### config.mk
export PLATFORM = sky130hd
export DESIGN_NAME = mske_div
export DESIGN_NICKNAME = d
export VERILOG_FILES = /design/src/hdl/mske_div.sv
export SDC_FILE = /design/constraint.sdc
export NUM_CORES = 1
export LEC_CHECK = 0
export ABC_AREA = 1
export BUFFER_PORTS_ARGS = -buffer_cell sky130_fd_sc_hd__buf_2
export CORE_ASPECT_RATIO = 1.5
export CORE_MARGIN = 2
export CORE_UTILIZATION = 55
export DETAILED_ROUTE_END_ITERATION = 10
export PLACE_DENSITY = 0.73
export SLEW_MARGIN = 20
export SYNTH_ARGS = -nofsm -noshare
export SYNTH_HDL_FRONTEND = slang
export SYNTH_SLANG_ARGS = --single-unit
### constraint.sdc
create_clock -name aclk -period 4.7 [get_ports aclk]
set_input_delay 0 -clock aclk [delete_from_list [all_inputs] [get_ports aclk]]
set_output_delay 0 -clock aclk [all_outputs]
set_load 0.02 [all_outputs]
### src/hdl/mske_div.sv
// Iterative signed divider for the Kalman gain: (num << FRAC_BITS) / den,
// one quotient bit a cycle, saturated to 32 bits. Depends on nothing.
`default_nettype none

module mske_div #(
    parameter int FRAC_BITS = 16
) (
    input  wire logic               aclk,
    input  wire logic               aresetn,
    input  wire logic               start,
    input  wire logic signed [31:0] num,
    input  wire logic [31:0]        den,
    output logic                    done,
    output logic signed [31:0]      quo
);

    localparam int NW = 32 + FRAC_BITS;

    logic              busy_reg, busy_next;
    logic              done_reg;
    logic [4:0]        cnt_reg;
    logic [31:0]       rem_reg, lo_reg, q_reg, den_reg;
    logic              neg_reg, ovf_reg;

    logic [31:0]       mag;
    logic [NW-1:0]     n_full;
    logic [31:0]       hi;
    logic [32:0]       trial;
    logic [32:0]       diff;
    logic              ge;

    always_comb begin
        mag    = num[31] ? (32'd0 - num) : num;
        n_full = {mag, {FRAC_BITS{1'b0}}};
        hi     = {{(32-FRAC_BITS){1'b0}}, n_full[NW-1:32]};
        trial  = {rem_reg, lo_reg[31]};
        diff   = trial - {1'b0, den_reg};
        ge     = trial >= {1'b0, den_reg};
    end

    assign busy_next = start || (busy_reg && (cnt_reg != 5'd31));

    always_ff @(posedge aclk) begin
        if (!aresetn) begin
            busy_reg <= 1'b0;
            done_reg <= 1'b0;
            cnt_reg  <= '0;
        end else begin
            busy_reg <= busy_next;
            done_reg <= busy_reg && !start && (cnt_reg == 5'd31);
            if (start) begin
                cnt_reg <= '0;
            end else if (busy_reg) begin
                cnt_reg <= cnt_reg + 5'd1;
            end
        end
    end

    always_ff @(posedge aclk) begin
        if (start) begin
            rem_reg <= hi;
            lo_reg  <= n_full[31:0];
            q_reg   <= '0;
            den_reg <= den;
            neg_reg <= num[31];
            ovf_reg <= hi >= den;
        end else if (busy_reg) begin
            rem_reg <= ge ? diff[31:0] : trial[31:0];
            lo_reg  <= {lo_reg[30:0], 1'b0};
            q_reg   <= {q_reg[30:0], ge};
        end
    end

    always_comb begin
        if (!neg_reg) begin
            quo = (ovf_reg || q_reg[31]) ? 32'sh7fffffff : q_reg;
        end else begin
            quo = (ovf_reg || (q_reg[31] && (|q_reg[30:0]))) ? 32'sh80000000
                                                              : (32'd0 - q_reg);
        end
    end

    assign done = done_reg;

endmodule

`default_nettype wire
==> reports/qor.json, run 1 <==
{
  "post_drt_via_cell_ratio": {"value": 5.44},
  "async_flop_share": {"value": 0, "unit": "%"},
  "cp.depth": {"value": 20},
  "tritoncts_num_sinks": {"value": 121},
  "ios": {"value": 100},
  "place.gp.congestion": {"value": 0.986},
  "setup_slack": {"value": 1.64, "unit": "ns"},
  "floorplan.core_area": {"value": 17300, "unit": "um^2"},
  "min_period_over_period": {"value": 65.1, "unit": "%"},
  "path_max_fanout": {"value": 6},
  "worst-setup-path-type": {"value": "in2reg"},
  "hold_path.class": {"value": "in2reg"},
  "worst_ir_drop_vdd": {"value": 0.263, "unit": "mV"},
  "htree_num_levels": {"value": 4},
  "timing_max_transition_violations_final": {"value": 0},
  "seq_area_frac_synth": {"value": 31.8, "unit": "%"},
  "syn_to_final_growth": {"value": 16.7, "unit": "%"},
  "cp-startpoint": {"value": "num[0]"},
  "via_count_of_the_first_global_routing_pass": {"value": 9627},
  "grt_remaining_overflow": {"value": 0},
  "routed_wl": {"value": 29700, "unit": "um"},
  "critical_path_required": {"value": 4.87, "unit": "ns"},
  "initial_antenna_violation_count": {"value": 0},
  "final_cell_mix": {"value": "438 x sky130_fd_sc_hd__nand2_1, 249 x sky130_fd_sc_hd__inv_1, 123 x sky130_fd_sc_hd__nor2_1, 107 x sky130_fd_sc_hd__nand3_1, 99 x sky130_fd_sc_hd__buf_2"},
  "clock_tree.buffer_depth": {"value": 2},
  "post_layout_nonfiller_instances": {"value": 1812},
  "max-slew-margin-rel": {"value": 29.1, "unit": "%"},
  "critical_path.reg2reg.endpoint": {"value": "rem_reg[28]"},
  "outcome": {"value": "complete, no violations"},
  "max_slew.worst_pin.slew": {"value": 1.06, "unit": "ns"},
  "reg2regPathDepth": {"value": 14},
  "skew": {"value": 0.0107, "unit": "ns"},
  "dp_hpwl": {"value": 22600, "unit": "um"},
  "grt_max_degree": {"value": 65},
  "hold_viol": {"value": 0},
  "most_common_library_cell_in_the_layout_ignoring_fill_and_taps": {"value": "sky130_fd_sc_hd__nand2_1"},
  "post_syn_area_per_cell": {"value": 6.66, "unit": "um^2"},
  "cp_top_family": {"value": "simple AND/OR/NAND/NOR gates"},
  "insertion_delay": {"value": 0.43, "unit": "ns"},
  "setup.worst_path.end": {"value": "ovf_reg"},
  "cell_area_synth": {"value": 9710, "unit": "um^2"},
  "power.leakage": {"value": 0.00583, "unit": "uW"},
  "timing.fmax": {"value": 0.327, "unit": "GHz"},
  "synthesis.instances": {"value": 1457},
  "clock-root-buffer": {"value": "sky130_fd_sc_hd__clkbuf_16"},
  "grt_resource_usage_total": {"value": 31.5, "unit": "%"},
  "insertedDiodeCount": {"value": 0},
  "drt_first_pass_iters": {"value": 5},
  "crit_path_start_kind": {"value": "primary input"},
  "count_of_flip_flops_with_a_built_in_enable_after_synthesis": {"value": 66},
  "post_syn_nets": {"value": 1577},
  "synth-seq-cells": {"value": 121},
  "dpl_worst_slack": {"value": 1.85, "unit": "ns"},
  "drc": {"value": 0},
  "number_of_distinct_library_cell_variants_in_the_gate_level_netlist_after_synthesis": {"value": 43},
  "critical_path.most_common_cell": {"value": "sky130_fd_sc_hd__nand2_1"},
  "tritoncts": {"value": "done"},
  "die_area": {"value": 18700, "unit": "um^2"},
  "cp.arrival": {"value": 3.23, "unit": "ns"},
  "final_area": {"value": 11300, "unit": "um^2"},
  "maxCapViolCount": {"value": 0},
  "detail-route-antenna-nets": {"value": 0},
  "setup.worst_path.end_class": {"value": "register"},
  "floorplan_row_count": {"value": 59},
  "worstReg2RegStart": {"value": "den_reg[19]"},
  "critPathSlowestCell": {"value": "sky130_fd_sc_hd__dlygate4sd3_1"},
  "initial_core_utilization": {"value": 55.9, "unit": "%"},
  "dp.cells": {"value": 1742},
  "buffer_ports.inserted": {"value": 99},
  "post_cts_repair_timing_setup_buffer_count": {"value": 0},
  "r2r_setup_slack": {"value": 2.12, "unit": "ns"},
  "rsz0062_at_grt": {"value": "no"},
  "setup_violations": {"value": 0},
  "finalWorstPathRequiredPeriod": {"value": 3.06, "unit": "ns"},
  "power_per_cell_area": {"value": 293, "unit": "nW/um^2"},
  "layout.nets": {"value": 1706},
  "placedInstanceArea": {"value": 10300, "unit": "um^2"},
  "post_route_cells_drive_above_1_share": {"value": 11.2, "unit": "%"},
  "critical_path.cell_chain": {"value": "dlygate4sd3_1 > buf_2 > inv_1 > ha_1 > nand3_1 > nor2_1 > nand2_1 > xor2_1 > mux2i_1 > ha_1 > inv_1 > nand2_1 > a21oi_1 > o21ai_0 > nand2_1 > nand3_1 > nand2_1 > nand2_1 > nand2_1 > a21oi_1"},
  "tns": {"value": 0, "unit": "ns"},
  "drt-initial-drc-count": {"value": 538},
  "synth_ff_type": {"value": "sky130_fd_sc_hd__edfxtp_1"},
  "cts_inserted_buffers": {"value": 17},
  "worst_path_largest_cell_delay": {"value": 0.55, "unit": "ns"},
  "clkSlewWorstSetupHoldPaths": {"value": 0.06, "unit": "ns"},
  "routed-via-count": {"value": 9856},
  "fp.dieH": {"value": 167, "unit": "um"},
  "yosysWarnings": {"value": 0},
  "grt_first_pass_wirelength": {"value": 46400, "unit": "um"},
  "critical_path.n_buffers_inverters": {"value": 4},
  "wire_per_inst": {"value": 16.4, "unit": "um"},
  "die_w": {"value": 112, "unit": "um"}
}
## worst min-delay path by stage
stage,slack [ns],cells past startpoint,endpoint,startpoint
detailed placement,0.19,1,den_reg[9],den[9]
finish,0.02,3,lo_reg[24],num[8]
global placement,0.19,1,den_reg[16],den[16]
floorplan,0.1,0,den_reg[0],den[0]
CTS,0.005,3,rem_reg[2],num[18]
global route,0.03,3,rem_reg[2],num[18]
## logic make-up after synthesis
| kind of cell | count (synthesis) | share of synthesized area [%] |
|---|---|---|
| adder cells (fa/ha/maj) | 53 | 6.91 |
| AND/OR/NAND/NOR | 764 | 34.0 |
| flip-flops | 121 | 31.8 |
| XOR/XNOR | 63 | 5.69 |
| AO/OA/AOI/OAI | 166 | 9.91 |
| buffers and inverters | 289 | 11.6 |
| multiplexers | 1 | 0.103 |
## report_power, final
group          switching (uW)  internal [uW]  total, uW
combinational             494            265        759
sequential               21.7           1190       1210
clock                     555            794       1350
## metal layers
| layer | track usage (%) | routed length [um] | up-vias |
|---|---|---|---|
| li1 | - | - | 4938 |
| met1 | 30.5 | 10400 | 4486 |
| met3 | 4.69 | 1220 | 114 |
| met5 | 0 | 0 | - |
| met4 | 21.0 | 2030 | 0 |
| met2 | 60.2 | 16000 | 318 |
## worst reg2reg max path: stages (launching register included)
cell and delay (ns):
sky130_fd_sc_hd__edfxtp_1 0.33, sky130_fd_sc_hd__inv_1 0.05, sky130_fd_sc_hd__ha_1 0.42, sky130_fd_sc_hd__nand2_1 0.14, sky130_fd_sc_hd__nor2_1 0.20, sky130_fd_sc_hd__nand2_1 0.10
sky130_fd_sc_hd__nor2_1 0.21, sky130_fd_sc_hd__nand2_1 0.09, sky130_fd_sc_hd__nand2_1 0.10, sky130_fd_sc_hd__nor2_4 0.05, sky130_fd_sc_hd__nand2_4 0.33, sky130_fd_sc_hd__nand2_2 0.28
sky130_fd_sc_hd__nand2_1 0.12, sky130_fd_sc_hd__nand2_1 0.06, sky130_fd_sc_hd__nand2_1 0.05
## through the flow
| stage | util [%] | hold WS [ns] | power, uW |
|---|---|---|---|
| 2_1_floorplan | - | 0.0989 | 1720 |
| 3_3_place_gp | 59.7 | 0.192 | 1940 |
| 3_5_place_dp | 59.7 | 0.193 | 1950 |
| 4_1_cts | 65.3 | 0.00529 | 3310 |
| 5_1_grt | 65.3 | 0.0265 | 3460 |
| 6_report | 65.3 | 0.0164 | 3320 |
## Yosys cell counts (all sizes together) (22+ instances only)
| cell type | n | area share [%] |
|---|---|---|
| o22ai | 31 | 2.0 |
| o21ai | 84 | 4.9 |
| nand3 | 109 | 5.7 |
| nand3b | 23 | 1.8 |
| xor2 | 46 | 4.2 |
| nor2 | 133 | 5.6 |
| a21oi | 36 | 1.9 |
| nand4 | 22 | 1.4 |
| ha | 52 | 6.7 |
| dfxtp | 55 | 11 |
| edfxtp | 66 | 20 |
| inv | 255 | 9.9 |
| nand2 | 443 | 17 |
## final cells by class
type | instances | area (um^2)
inverters | 255 | 960
clock inverters | 14 | 164
fillers | 1666 | 6020
repair buffers | 144 | 928
well taps | 213 | 267
multi-input cells | 1047 | 5490
clock buffers | 18 | 429
flip-flops and latches | 121 | 3080
## timing repair
item,in CTS,in global routing
hold buffers,38,0
hold endpoints to repair,44,0
gates resized for setup,0,0
Power figures use the tool's default switching activity.
==> run 2: changes to the inputs <==
PLACE_DENSITY = 0.76   (was 0.73)
clock period = 2.5 ns   (was 4.7 ns; I/O delays follow)
==> run 2 against run 1 <==
Core utilization is 2.4 points higher. Clock skew is 0.0038 ns higher. Sequential power is 88% higher. Setup slack worse by 1.6 ns. Via count is 2.5% higher. Largest cell class unchanged. Highest routed layer unchanged.
==> reports/qor.json, run 2 (synthesis gave the netlist of run 1 again) <==
{
  "drt-initial-drc-count": {"value": 535, "change": "was 538"},
  "critical_path_required": {"value": 2.50, "unit": "ns", "change": "was 4.87 ns"},
  "post_route_cells_drive_above_1_share": {"value": 14.7, "unit": "%", "change": "was 11.2%"},
  "drc": {"value": 0, "change": "unchanged"},
  "fp.dieH": {"value": 167, "unit": "um", "change": "unchanged"},
  "post_layout_total_power": {"value": 6280, "unit": "uW", "change": "was 3320 uW"},
  "cts_inserted_buffers": {"value": 17, "change": "unchanged"},
  "r2r_setup_slack": {"value": 0.10, "unit": "ns", "change": "was 2.12 ns"},
  "hold_viol": {"value": 0, "change": "unchanged"},
  "die_w": {"value": 112, "unit": "um", "change": "unchanged"},
  "floorplan.core_area": {"value": 17300, "unit": "um^2", "change": "unchanged"},
  "worstHoldEndpoint": {"value": "lo_reg[17]", "change": "was lo_reg[24]"},
  "worst-setup-path-type": {"value": "reg2out", "change": "was in2reg"},
  "insertedDiodeCount": {"value": 0, "change": "unchanged"},
  "critical_path.n_buffers_inverters": {"value": 3, "change": "was 4"},
  "dpl_worst_slack": {"value": -0.0349, "unit": "ns", "change": "was 1.85 ns"},
  "buffer_ports.inserted": {"value": 99, "change": "unchanged"},
  "reg2regPathDepth": {"value": 14, "change": "unchanged"},
  "place.gp.congestion": {"value": 1.02, "change": "was 0.986"},
  "critPathSlowestCell": {"value": "sky130_fd_sc_hd__dfxtp_1", "change": "was sky130_fd_sc_hd__dlygate4sd3_1"},
  "setup_violations": {"value": 0, "change": "unchanged"},
  "grt_resource_usage_total": {"value": 32.6, "unit": "%", "change": "was 31.5%"},
  "grt_remaining_overflow": {"value": 0, "change": "unchanged"},
  "wire_per_inst": {"value": 16.6, "unit": "um", "change": "was 16.4 um"},
  "post_layout_nonfiller_instances": {"value": 1844, "change": "was 1,812"},
  "min_period_over_period": {"value": 97.5, "unit": "%"},
  "outcome": {"value": "complete, no violations", "change": "unchanged"},
  "timing_max_transition_violations_final": {"value": 0, "change": "unchanged"},
  "critical_path.cell_chain": {"value": "inv_2 > nand2_1 > nor3_1 > nand2_1 > nor2_4 > nand4_1 > buf_4 > xor2_1 > o21ai_1 > buf_4", "change": "was dlygate4sd3_1 > buf_2 > inv_1 > ha_1 > nand3_1 > nor2_1 > nand2_1 > xor2_1 > mux2i_1 > ha_1 > inv_1 > nand2_1 > a21oi_1 > o21ai_0 > nand2_1 > nand3_1 > nand2_1 > nand2_1 > nand2_1 > a21oi_1"},
  "dp_hpwl": {"value": 23400, "unit": "um", "change": "was 22,600 um"},
  "fillers": {"value": 1527, "change": "was 1,666"},
  "layout.nets": {"value": 1738, "change": "was 1,706"},
  "grt_max_degree": {"value": 65, "change": "unchanged"},
  "floorplan_row_count": {"value": 59, "change": "unchanged"},
  "htree_num_levels": {"value": 4, "change": "unchanged"},
  "cp_top_family": {"value": "simple AND/OR/NAND/NOR gates", "change": "unchanged"},
  "clock-root-buffer": {"value": "sky130_fd_sc_hd__clkbuf_16", "change": "unchanged"},
  "combPwrFrac": {"value": 24.2, "unit": "%", "change": "was 22.9%"},
  "max_slew.worst_pin.slew": {"value": 1.06, "unit": "ns", "change": "about the same"},
  "initial_core_utilization": {"value": 55.9, "unit": "%", "change": "unchanged"},
  "detail-route-antenna-nets": {"value": 0, "change": "unchanged"},
  "hold_start": {"value": "num[1]", "change": "was num[8]"},
  "timing.fmax": {"value": 0.410, "unit": "GHz"},
  "tns": {"value": 0, "unit": "ns", "change": "unchanged"},
  "path_max_fanout": {"value": 5, "change": "was 6"},
  "setup.worst_path.end_class": {"value": "primary output", "change": "was register"},
  "critical_path.reg2reg.endpoint": {"value": "rem_reg[6]", "change": "was rem_reg[28]"},
  "initial_antenna_violation_count": {"value": 0, "change": "unchanged"},
  "max-slew-margin-rel": {"value": 29.3, "unit": "%", "change": "was 29.1%"},
  "clock_tree.buffer_depth": {"value": 2, "change": "unchanged"},
  "power.share.sequential": {"value": 36.3, "unit": "%", "change": "was 36.4%"},
  "routed-via-count": {"value": 10100, "change": "was 9,856"},
  "worst_ir_drop_vdd": {"value": 0.424, "unit": "mV", "change": "was 0.263 mV"},
  "final_cell_mix": {"value": "434 x sky130_fd_sc_hd__nand2_1, 247 x sky130_fd_sc_hd__inv_1, 112 x sky130_fd_sc_hd__nor2_1, 105 x sky130_fd_sc_hd__nand3_1, 97 x sky130_fd_sc_hd__buf_2", "change": "was 438 x sky130_fd_sc_hd__nand2_1, 249 x sky130_fd_sc_hd__inv_1, 123 x sky130_fd_sc_hd__nor2_1, 107 x sky130_fd_sc_hd__nand3_1, 99 x sky130_fd_sc_hd__buf_2"},
  "worstReg2RegStart": {"value": "den_reg[27]", "change": "was den_reg[19]"},
  "reported_net_switching_power": {"value": 2030, "unit": "uW", "change": "was 1070 uW"},
  "setup_slack": {"value": 0.0621, "unit": "ns", "change": "was 1.64 ns"},
  "hold_path.class": {"value": "in2reg", "change": "unchanged"},
  "worst_path_largest_cell_delay": {"value": 0.36, "unit": "ns", "change": "was 0.55 ns"},
  "post_drt_via_cell_ratio": {"value": 5.48, "change": "was 5.44"},
  "cp.arrival": {"value": 2.44, "unit": "ns", "change": "was 3.23 ns"},
  "syn_to_final_growth": {"value": 21.0, "unit": "%", "change": "was 16.7%"},
  "die_area": {"value": 18700, "unit": "um^2", "change": "unchanged"},
  "ios": {"value": 100, "change": "unchanged"},
  "power_per_cell_area": {"value": 534, "unit": "nW/um^2", "change": "was 293 nW/um^2"},
  "tritoncts_num_sinks": {"value": 121, "change": "unchanged"},
  "dp.cells": {"value": 1768, "change": "was 1,742"},
  "tritoncts": {"value": "done", "change": "unchanged"},
  "clock_power_share": {"value": 39.5, "unit": "%", "change": "was 40.7%"},
  "via_count_of_the_first_global_routing_pass": {"value": 10100, "change": "was 9,627"},
  "routed_wl": {"value": 30600, "unit": "um", "change": "was 29,700 um"},
  "maxCapViolCount": {"value": 0, "change": "unchanged"},
  "skew": {"value": 0.0144, "unit": "ns", "change": "was 0.0107 ns"},
  "grt_first_pass_wirelength": {"value": 48200, "unit": "um", "change": "was 46,400 um"},
  "drt_first_pass_iters": {"value": 5, "change": "unchanged"},
  "min_path_cells": {"value": 3, "change": "unchanged"},
  "finalWorstPathRequiredPeriod": {"value": 2.44, "unit": "ns"},
  "most_common_library_cell_in_the_layout_ignoring_fill_and_taps": {"value": "sky130_fd_sc_hd__nand2_1", "change": "unchanged"},
  "insertion_delay": {"value": 0.43, "unit": "ns", "change": "about the same"},
  "crit_path_start_kind": {"value": "register", "change": "was primary input"},
  "power.leakage": {"value": 0.00601, "unit": "uW", "change": "was 0.00583 uW"},
  "internal-power": {"value": 4250, "unit": "uW", "change": "was 2240 uW"},
  "power.switching_fraction": {"value": 32.4, "unit": "%", "change": "was 32.3%"},
  "clkSlewWorstSetupHoldPaths": {"value": 0.06, "unit": "ns", "change": "about the same"}
}
-- run 2: cell types whose count changed in the layout (fill, tap and decap cells not counted), moves of 6 or more --
cell                     before  now
sky130_fd_sc_hd__buf_4        7   35
sky130_fd_sc_hd__ha_1        52   43
sky130_fd_sc_hd__ha_2         0    6
sky130_fd_sc_hd__nor2_1     123  112
sky130_fd_sc_hd__nor2_2       7   16
-- run 2: power by group through the flow --
stage               Combinational (uW)  Sequential (uW)  Clock (uW)
floorplan                          941             2300           0
global placement                  1390             2310           0
detailed placement                1400             2310           0
CTS                               1460             2270        2490
global route                      1670             2290        2580
finish                            1520             2280        2480
-- run 2: through the flow --
step                      cell area (um^2)  hold WS (ns)  util [%]
after floorplan                       9710        0.0989         -
after global placement               10600         0.191      61.0
after detailed placement             10600         0.194      61.0
after CTS                            11600       0.00206      66.6
after global routing                 11700        0.0293      67.7
final                                11700        0.0132      67.7
-- run 2: cell type report --
class                   instances  area (um^2)  share of cell area [%]
multi-input cells            1047         5620                    47.9
clock buffers                  22          508                    4.33
flip-flops and latches        121         3080                    26.3
well taps                     213          267                    2.27
inverters                     255          965                    8.21
repair buffers                176         1220                    10.4
clock inverters                10         77.6                   0.661
-- run 2: how the worst max path moves through the flow --
stage	from	slack (ns)	endpoint	cells after the start
after floorplan	busy_reg	0.34	lo_reg[16]	3
after global placement	num[0]	-0.006	ovf_reg	17
after detailed placement	num[1]	-0.03	ovf_reg	16
after CTS	q_reg[0]	-0.02	quo[26]	10
after global routing	q_reg[5]	-0.04	quo[31]	12
final	q_reg[5]	0.06	quo[23]	10
-- run 2: per-layer routing --
metal  global-route usage (%)  up-vias  share of wire [%]
li1                         -     5008                  -
met1                     31.4     4572                 34
met2                     61.4      371                 53
met3                     4.84      153                4.4
met4                     24.0        0                8.3
met5                        0        -                  0
-- run 2: worst reg2reg max path, delay by kind of cell, from the launching register on --
kind                     cells  cell delay, ns
adder cells (fa/ha/maj)      1            0.39
flip-flops                   1            0.32
AND/OR/NAND/NOR             11            1.18
buffers and inverters        2            0.23
-- run 2: what timing repair did --
action,in CTS,in global routing
pin swaps,0,5
resized for setup,3,42
setup buffers,0,6
hold buffers,38,0
endpoints found under the hold margin,44,0
setup endpoints to repair,7,60
